### config.mk
export PLATFORM = sky130hd
export DESIGN_NAME = rlcc_ctrl
export DESIGN_NICKNAME = d
export VERILOG_FILES = /design/src/hdl/rlcc_pkg.sv /design/src/hdl/rlcc_ctrl.sv
export SDC_FILE = /design/constraint.sdc
export NUM_CORES = 1
export LEC_CHECK = 0
export ABC_AREA = 1
export ABC_CLOCK_PERIOD_IN_PS = 3400
export BUFFER_PORTS_ARGS = -buffer_cell sky130_fd_sc_hd__buf_2
export CORE_AREA = 2 2 39 41
export DETAILED_ROUTE_END_ITERATION = 8
export DIE_AREA = 0 0 41 43
export GPL_TIMING_DRIVEN = 0
export PLACE_DENSITY = 0.75
export SLEW_MARGIN = 20
export SYNTH_ARGS = -nofsm -noshare
export SYNTH_HDL_FRONTEND = slang
export SYNTH_SLANG_ARGS = --single-unit
### constraint.sdc
create_clock -name clk_i -period 3.4 [get_ports clk_i]
set_input_delay 0.17 -clock clk_i [delete_from_list [all_inputs] [get_ports clk_i]]
set_output_delay 0.17 -clock clk_i [all_outputs]
set_load 0.05 [all_outputs]
### src/hdl/rlcc_pkg.sv
// Package for the radial lobe cluster counter: constants, register indexes,
// the verdict codes and the command and status structs shared by all modules.
// Depends on nothing.
package rlcc_pkg;

  localparam int unsigned COUNT_WIDTH_DEF = 16;
  localparam int unsigned CFG_IDX_W = 3;
  localparam int unsigned CFG_DATA_W = 32;
  localparam int unsigned OUT_W = 16;
  localparam int unsigned MAG_W = 21;
  localparam int unsigned SUM_W = 40;
  localparam int unsigned LEN_W = 16;
  localparam int unsigned ROOT_STEPS = 33;
  localparam int unsigned ITER_W = 6;

  localparam logic [CFG_IDX_W-1:0] REG_CENTER_X = 3'd0;
  localparam logic [CFG_IDX_W-1:0] REG_CENTER_Y = 3'd1;
  localparam logic [CFG_IDX_W-1:0] REG_RADIUS = 3'd2;
  localparam logic [CFG_IDX_W-1:0] REG_PIX_PER_UNIT = 3'd3;
  localparam logic [CFG_IDX_W-1:0] REG_ENTERED = 3'd4;

  localparam logic [31:0] PPU_RESET = 32'h0001_0000;
  localparam logic [MAG_W-1:0] HALF_PIXEL = 21'd32768;
  localparam logic [MAG_W-1:0] FAR_PIXELS = 21'd1966080;

  typedef enum logic [1:0] {
    VERDICT_PASS = 2'd0,
    VERDICT_FAIL = 2'd1,
    VERDICT_NO_SPLINE = 2'd2,
    VERDICT_DOUBLE_BROACH = 2'd3
  } verdict_e;

  typedef struct packed {
    logic load;
    logic mul;
    logic add;
    logic root;
    logic dev;
    logic scale;
    logic mag;
    logic upd;
    logic emit;
  } rlcc_cmd_t;

  typedef struct packed {
    logic last;
  } rlcc_sts_t;

endpackage

### src/hdl/rlcc_ctrl.sv
// Controller of the radial lobe cluster counter: sequences one point through
// the datapath steps and owns the input ready and the result valid flag.
// Depends on rlcc_pkg.
module rlcc_ctrl (
  input  logic                clk_i,
  input  logic                rst_ni,
  input  logic                in_valid_i,
  output logic                in_ready_o,
  output logic                out_valid_o,
  input  logic                out_ready_i,
  input  rlcc_pkg::rlcc_sts_t sts_i,
  output rlcc_pkg::rlcc_cmd_t cmd_o
);
  import rlcc_pkg::*;

  localparam logic [3:0] ST_IDLE  = 4'd0;
  localparam logic [3:0] ST_MUL   = 4'd1;
  localparam logic [3:0] ST_ADD   = 4'd2;
  localparam logic [3:0] ST_ROOT  = 4'd3;
  localparam logic [3:0] ST_DEV   = 4'd4;
  localparam logic [3:0] ST_SCALE = 4'd5;
  localparam logic [3:0] ST_MAG   = 4'd6;
  localparam logic [3:0] ST_UPD   = 4'd7;
  localparam logic [3:0] ST_EMIT  = 4'd8;

  logic [3:0]        state_q, state_d;
  logic [ITER_W-1:0] iter_q, iter_d;
  logic              out_valid_q, out_valid_d;

  always_comb begin
    state_d     = state_q;
    iter_d      = iter_q;
    cmd_o       = '0;
    in_ready_o  = 1'b0;
    unique case (state_q)
      ST_IDLE: begin
        in_ready_o = 1'b1;
        if (in_valid_i) begin
          cmd_o.load = 1'b1;
          state_d    = ST_MUL;
        end
      end
      ST_MUL: begin
        cmd_o.mul = 1'b1;
        state_d   = ST_ADD;
      end
      ST_ADD: begin
        cmd_o.add = 1'b1;
        iter_d    = ITER_W'(ROOT_STEPS - 1);
        state_d   = ST_ROOT;
      end
      ST_ROOT: begin
        cmd_o.root = 1'b1;
        if (iter_q == '0) begin
          state_d = ST_DEV;
        end else begin
          iter_d = iter_q - 1'b1;
        end
      end
      ST_DEV: begin
        cmd_o.dev = 1'b1;
        state_d   = ST_SCALE;
      end
      ST_SCALE: begin
        cmd_o.scale = 1'b1;
        state_d     = ST_MAG;
      end
      ST_MAG: begin
        cmd_o.mag = 1'b1;
        state_d   = ST_UPD;
      end
      ST_UPD: begin
        cmd_o.upd = 1'b1;
        state_d   = sts_i.last ? ST_EMIT : ST_IDLE;
      end
      ST_EMIT: begin
        if (!out_valid_q || out_ready_i) begin
          cmd_o.emit = 1'b1;
          state_d    = ST_IDLE;
        end
      end
      default: begin
        state_d = ST_IDLE;
      end
    endcase
    if (cmd_o.emit) begin
      out_valid_d = 1'b1;
    end else if (out_ready_i) begin
      out_valid_d = 1'b0;
    end else begin
      out_valid_d = out_valid_q;
    end
  end

  always_ff @(posedge clk_i or negedge rst_ni) begin
    if (!rst_ni) begin
      state_q     <= ST_IDLE;
      iter_q      <= '0;
      out_valid_q <= 1'b0;
    end else begin
      state_q     <= state_d;
      iter_q      <= iter_d;
      out_valid_q <= out_valid_d;
    end
  end

  assign out_valid_o = out_valid_q;

  ap_accept_starts: assert property (@(posedge clk_i) disable iff (!rst_ni)
    (in_valid_i && in_ready_o) |=> (state_q == ST_MUL) && !in_ready_o)
    else $error("accepted point did not start the multiply step");

  ap_root_length: assert property (@(posedge clk_i) disable iff (!rst_ni)
    (state_q == ST_ADD) |-> ##34 (state_q == ST_DEV))
    else $error("square root did not take the expected number of steps");

  ap_emit_shows: assert property (@(posedge clk_i) disable iff (!rst_ni)
    cmd_o.emit |=> out_valid_q)
    else $error("result loaded but not shown as valid");
endmodule

; ---- Yosys cells after proc, flatten, opt, wreduce, memory -nomap -nowiden
; Index checks and enable logic that the tools add are counted.
; W data, S select, Z words.
[word_totals]
memories = 0
ff_bits = 11
rom_bits = 0
latch_bits = 0
ramBits = 0
[op_classes]
muxes = 21
n_lt_le_gt_ge = 0
shift = 0
eq_ne = 12
bitwise = 0
n_reduce_logical = 8
n_addsub = 1
mul = 0
n_div = 0
[op_table]
columns = operator, count
row1 = $pmux W4 S9, 1
row2 = $eq A4 B3 Y1 const B, 4
row3 = $mux W4, 4
row4 = $mux W1, 14
row5 = $pmux W6 S2, 1
row6 = $eq A4 B2 Y1 const B, 2
row7 = $ne A2 B2 Y1 const B, 4
row8 = $logic_not A6 Y1, 1
row9 = $mux W6, 1
row10 = $sub A6 B1 Y6 const B, 1
row11 = $eq A4 B1 Y1 const B, 1
row12 = $eq A4 B4 Y1 const B, 1
row13 = $logic_not A4 Y1, 1
row14 = $reduce_bool A2 Y1, 2
row15 = $reduce_and A3 Y1, 1
row16 = $reduce_and A2 Y1, 1
row17 = $logic_not A1 Y1, 1
row18 = $logic_or A1 B1 Y1, 1

; ---- Logic depth before layout (Yosys ltp)
; Gate-level depths: netlist (run 1).
[logic_depth]
word_depth = 5
ltp_mapped = 8

; ---- Worst setup path before layout (run 1)
; No wires, ideal clock.
[synth_path]
kind = register to output
start = register state_q[1]
end = output port cmd_o[8] (netlist name)
arrival_time_ns = 1.768
required_ns = 3.230
path_stages_with_launch = 4
slack_ns = 1.462
path_cell_list = dfrtp_1 nor2_1 inv_1 nor3_1
[synth_rtl]
columns = element, line
row1 = "start, declared", rlcc_ctrl.sv:26  ; logic [3:0] state_q, state_d;
row2 = "start signal, assigned", rlcc_ctrl.sv:101  ; state_q <= state_d;
row3 = "end, declared", rlcc_ctrl.sv:12  ; output rlcc_pkg::rlcc_cmd_t cmd_o

==> results of run 1 <==
## cell usage after synthesis (all sizes together)
cell type,count,area (um2)
xor2,1,8.76
nand4,2,12.5
nand2,25,119
buf,1,7.51
dfrtp,11,275
o21ai,3,15.0
nor3,3,15.0
a21oi,1,5.00
inv,14,52.6
nand3,16,80.1
ha,1,12.5
nor2,17,80.1
## state kept, by name, indices dropped and copies added (netlist names)
name	flops
iter_q	6
out_valid_o	1
state_q	4
## metrics by stage
step | power, W | cells
3_3_place_gp | 0.000798 | 126
3_5_place_dp | 0.000819 | 126
2_1_floorplan | 0.000700 | 95
5_1_grt | 0.000984 | 131
6_report | 0.000903 | 131
4_1_cts | 0.000909 | 131
## worst min-delay path, cell delays in order
cell and delay [ns]:
buf_2 0.07, nand2_1 0.05, nand2_1 0.05
## cell families after synthesis
group,count (synthesis),share of synthesized area (%)
xor gates and xnor gates,1,1.28
AOI/OAI and AO/OA,4,2.93
DFF,11,40.3
buffers and inverters,15,8.79
adders and majority gates,1,1.83
and+or+nand+nor,63,44.9
## area by class of cell
cell class / count / area [um2]
clock buffer: 4 / 26.3
fill: 126 / 569
inverter: 14 / 52.6
multi-input combinational: 69 / 348
buffer: 1 / 7.51
tap: 16 / 20.0
sequential: 11 / 275
timing repair buffer: 16 / 85.1
## power by group
group          internal [W]  switching [W]
Sequential         0.000183      0.0000507
Clock             0.0000453      0.0000440
Combinational      0.000163       0.000417
Total              0.000391       0.000512
## metal layers
metal	share of wire, %	routed length, um
met3	4.0	55
met1	45	631
met5	0	0
met4	1.1	15
met2	49	685
## worst max path at each step
| stage | from | endpoint | slack (ns) | cells after the start |
|---|---|---|---|---|
| floorplan | state_q[1] | cmd_o[8] | 1.46 | 3 |
| global placement | state_q[3] | cmd_o[6] | 1.94 | 6 |
| detailed placement | state_q[2] | cmd_o[6] | 1.94 | 6 |
| CTS | state_q[2] | cmd_o[6] | 1.64 | 6 |
| global route | state_q[3] | cmd_o[6] | 1.56 | 6 |
| finish | state_q[3] | cmd_o[6] | 1.65 | 6 |
## what timing repair did
item | in CTS | in global routing
hold buffers | 1 | 0
buffers inserted | 0 | 0
hold endpoints to repair | 11 | 0
## layout by cell type (no fill, tap or decap), types with 2 or more instances in the layout
cell	Yosys	final
buf_2	0	15
clkbuf_4	0	3
dfrtp_1	11	11
inv_1	13	13
nand2_1	21	21
nand2_4	3	3
nand3_1	16	16
nand4_1	2	2
nor2_1	16	16
nor3_1	3	3
o21ai_0	2	2
==> impl_metrics.csv, run 1 <==
group,metric,value,unit
worst_hold_path,holdCritPathClass,"primary input to register",
global_route,antenna_found_initial,0,
worst_hold_path,holdPathStages,3,
critical_path,worstPathRequired,3.23,ns
global_route,grtUsageMet1,26.6,%
yosys,post_synth.cell_area_avg,7.19,um2
placed_design,place_hpwl,1090,um
cts,clk_pin_slew,0.07,ns
timing,whs,0.111,ns
cts,cts_buffers,3,
flow_run,maxCapViolCount,0,
finish,drive_gt1_share,21.7,%
yosys,netlist_area,683,um2
routing,avgViaCountPerCell,5.08,
routing,drtIter0Drc,10,
yosys,synth_cell_types,17,
critical_path,crit_chain,"inv_2 -> nand2_4 -> inv_1 -> nand3_1 -> inv_1 -> buf_2",
timing,setup_ws,1.65,ns
worst_hold_path,hold_start,"sts_i",
timing,report.final.slew_viol_count,0,
yosys,ys_seq_area_share,40.3,%
global_route,grt.overflow.total,0,
die,design.die.area,1760,um2
critical_path,worstPathArrival,1.58,ns
routing,first_pass_iters,4,
placed_design,place_congestion,0.793,
timing,hold_viol,0,
critical_path,cp-start-kind,"register",
finish,area_delta_synth_final,19.2,%
cts,htreeDepth,1,
timing,tightest_slew,0.360,ns
critical_path,crit_path_top_delay_cell,"dfrtp_1",
critical_path,path_max_fanout,7,
timing,rsz0062_at_grt,"false",
power,power_density,1110,nW/um2
routing,routedWlPerCell,10.6,um
timing,fin_skew,0.00478,ns
placed_design,place_ws,1.94,ns
global_route,grt_use_met2,30.3,%
critical_path,worst_path_most_repeated_cell,"inv_1",
critical_path,worstSetupEndpointType,"output port",
cts,cts.sinks,11,
routing,remaining_drc_errors,0,
yosys,syn-num-nets,101,
global_route,grt_max_degree,12,
die,core_area,1380,um2
critical_path,path_buf_inv,4,
status,status,"complete, no violations",
routing,routed_wirelength,1390,um
placed_design,numPortBuffers,15,
cts,root_buffer,"clkbuf_4",
global_route,first_global_vias,606,
critical_path,max_stage_delay,0.39,ns
die,num_io_pins,16,
yosys,ys_ff_latch,11,
die,die_w,41,um
cts,clockBufferDepth,2,
critical_path,crit_family,"buffers and inverters",
timing,period_minus_slack,1.75,ns
yosys,synthCells,95,
yosys,yosys_warnings,0,
critical_path,rr_endpoint,"iter_q[1]",
timing,period_share,51.3,%
timing,slew_headroom,75.9,%
critical_path,r2r_slack,2.00,ns
finish,antennaDiodeCount,0,
die,die_h,43,um
cts,cts_tree,"built",
global_route,track_usage,19.8,%
timing,setup_viol,0,
critical_path,worstRegToRegCells,7,
power,vdd_drop_max,634,uV
routing,num_vias,666,
global_route,use_met3,4.71,%
critical_path,path_class,"register to output port",
timing,tns,0,ns
routing,ant_nets,0,
finish,nets,122,
global_route,grt_pass1_wl,2390,um
die,fp-row-count,14,
placed_design,place_area,778,um2
timing,fmax,573,MHz
finish,fin_area,815,um2
finish,fin_util,58.9,%
worst_hold_path,hold-path-endpoint,"state_q[3]",
critical_path,timing.rr.start,"iter_q[0]",
global_route,busiest_layer,"met2",
power,p_leak,0.476,nW
die,initial_core_util,49.4,%
cts,clock_latency,0.26,ns
cts,cts.repair.resized,0,
No activity file was read; power rests on OpenSTA's default activity.
==> inputs of run 2 (changes only) <==
ABC_CLOCK_PERIOD_IN_PS = 1500   (was 3400)
CORE_AREA = unset   (was 2 2 39 41)
CORE_MARGIN = 2   (was unset)
CORE_UTILIZATION = 45   (was unset)
DIE_AREA = unset   (was 0 0 41 43)
PLACE_DENSITY = 0.69   (was 0.75)
clock period = 1.5 ns   (was 3.4 ns; I/O delays follow)
==> run 2 against run 1 <==
Global-route usage is 1.5 points lower. Critical path depth is 3 lower. Utilization is 3.4 points higher. Clock-buffer cell count stayed put. Non-clock buffer count is 5 higher. Register-to-register slack worse by 1.9 ns. Final cell count is 3.8% higher. Die area is 4.7% higher. Critical endpoint is now cmd_o[5]. Largest cell class unchanged. Highest routed layer unchanged.
==> impl_metrics.csv, run 2 (synthesis gave the netlist of run 1 again) <==
group,metric,value,unit
routing,num_vias,676,
routing,drtIter0Drc,12,
finish,area_delta_synth_final,34.1,%
critical_path,crit_family,"flip-flops",
global_route,track_usage,18.3,%
critical_path,crit_chain,"nand2_2 -> nor2_8 -> buf_2",
timing,tightest_slew,0.268,ns
worst_hold_path,holdCritPathClass,"primary input to register",
placed_design,numPortBuffers,15,
cts,clk_pin_slew,0.07,ns
timing,report.final.slew_viol_count,0,
placed_design,place_hpwl,1040,um
critical_path,worstPathRequired,1.42,ns
power,p_leak,0.504,nW
global_route,grt.overflow.total,0,
power,power_density,2510,nW/um2
finish,largest-register,"iter_q",
power,vdd_drop_max,1500,uV
die,die_h,43.0,um
critical_path,cp-start-kind,"register",
critical_path,max_stage_delay,0.48,ns
timing,hold_viol,0,
global_route,first_global_vias,567,
global_route,antenna_found_initial,0,
critical_path,crit_cells,3,
critical_path,worstPathArrival,1.38,ns
placed_design,place_congestion,0.810,
flow_run,maxCapViolCount,0,
finish,largest_reg_flops,6,
finish,drive_gt1_share,32.5,%
die,die_w,43.0,um
status,status,"complete, no violations",
finish,antennaDiodeCount,0,
die,fp-row-count,14,
global_route,grt_max_degree,12,
timing,period_minus_slack,1.46,ns
critical_path,crit_start,"state_q[0]",
critical_path,rr_endpoint,"state_q[2]",
timing,whs,0.00129,ns
timing,slew_headroom,82.1,%
routing,ant_nets,0,
die,num_io_pins,16,
finish,nets,127,
finish,final_common_cell,"nand2_1",
cts,root_buffer,"clkbuf_4",
timing,fin_skew,0.00487,ns
critical_path,r2r_slack,0.13,ns
routing,avgViaCountPerCell,4.97,
power,clkPwrFrac,9.4,%
power,pwr-share-comb,66.1,%
die,initial_core_util,46.4,%
timing,period_share,97.2,%
finish,instances_no_fill,136,
die,design.die.area,1850,um2
power,internal_power,0.00103,W
power,swShare,55.1,%
die,core_area,1470,um2
critical_path,path_class,"register to output port",
power,p_sw,0.00127,W
critical_path,worstRegToRegCells,6,
power,seqPwrFrac,24.4,%
timing,tns,0,ns
critical_path,worstSetupEndpointType,"output port",
cts,clock_latency,0.28,ns
critical_path,cp-endpoint,"cmd_o[5]",
cts,cts.sinks,11,
critical_path,path_max_fanout,6,
routing,remaining_drc_errors,0,
routing,first_pass_iters,4,
global_route,grt_pass1_wl,2470,um
timing,setup_viol,0,
cts,htreeDepth,1,
cts,cts_buffers,3,
cts,clockBufferDepth,2,
routing,routedWlPerCell,11.4,um
critical_path,crit_path_top_delay_cell,"dfrtp_1",
critical_path,path_buf_inv,1,
placed_design,post-place-cells,126,
critical_path,timing.rr.start,"iter_q[0]",
cts,cts_tree,"built",
finish,mostFrequentLayoutCells,"nand2_1 (21), nor2_1 (15), nand3_1 (14)",
routing,routed_wirelength,1550,um
timing,fmax,686,MHz
-- run 2: cell types whose count changed in the layout (fill, tap and decap cells not counted), moves of 2 or more --
cell / change
inv_2: +2
inv_1: -2
nor3_2: +3
buf_4: +6
clkbuf_4: +3
nor3_1: -3
buf_2: -6
nand3_1: -2
buf_6: +2
-- run 2: layout make-up --
| type | instances | area (um2) |
|---|---|---|
| Clock buffer | 4 | 26.3 |
| Fill cell | 128 | 556 |
| Buffer | 1 | 7.51 |
| Sequential cell | 11 | 277 |
| Tap cell | 16 | 20.0 |
| Timing Repair Buffer | 21 | 145 |
| Multi-Input combinational cell | 69 | 388 |
| Inverter | 14 | 52.6 |
-- run 2: what timing repair did --
action	CTS	global route
pin swaps	0	2
buffers inserted	0	5
hold buffers	1	0
endpoints found under the hold margin	11	0
setup endpoints to repair	5	10
gates resized for setup	7	9
-- run 2: routing by layer --
metal	part of all wire (%)	GRT usage, %	routed length, um	vias up
met2	46	27.3	717	11
met3	3.2	3.83	50	5
met1	48	25.0	748	307
met4	2.3	9.09	36	0
li1	-	-	-	353
met5	0	0	0	-
-- run 2: tightest hold or removal path: stages --
cell,delay [ns]
buf_2,0.08
nand2_1,0.04
nand2_1,0.05
-- run 2: per-stage QoR --
stage / util, % / cell area (um2) / power, W / setup slack [ns]
2_1_floorplan: - / 698 / 0.00161 / -0.0222
3_3_place_gp: 53.9 / 793 / 0.00184 / 0.116
3_5_place_dp: 53.9 / 793 / 0.00186 / 0.117
4_1_cts: 58.0 / 853 / 0.00214 / -0.00620
5_1_grt: 62.2 / 916 / 0.00247 / -0.0104
6_report: 62.2 / 916 / 0.00230 / 0.0417
-- run 2: power groups by stage --
stage	registers, W	clock network, W	logic, W
3_3_place_gp	0.000534	0	0.00130
3_5_place_dp	0.000540	0	0.00132
2_1_floorplan	0.000518	0	0.00109
5_1_grt	0.000576	0.000227	0.00167
4_1_cts	0.000548	0.000222	0.00137
6_report	0.000562	0.000217	0.00152
-- run 2: worst min-delay path by stage --
stage                      start         end  slack [ns]  cells past startpoint
after floorplan           rst_ni   iter_q[0]       -0.22                      0
after global placement    rst_ni  state_q[1]       -0.04                      1
after detailed placement  rst_ni  state_q[2]       -0.04                      1
after CTS                  sts_i  state_q[3]       0.001                      3
after global routing       sts_i  state_q[3]        0.01                      3
final                      sts_i  state_q[3]       0.001                      3
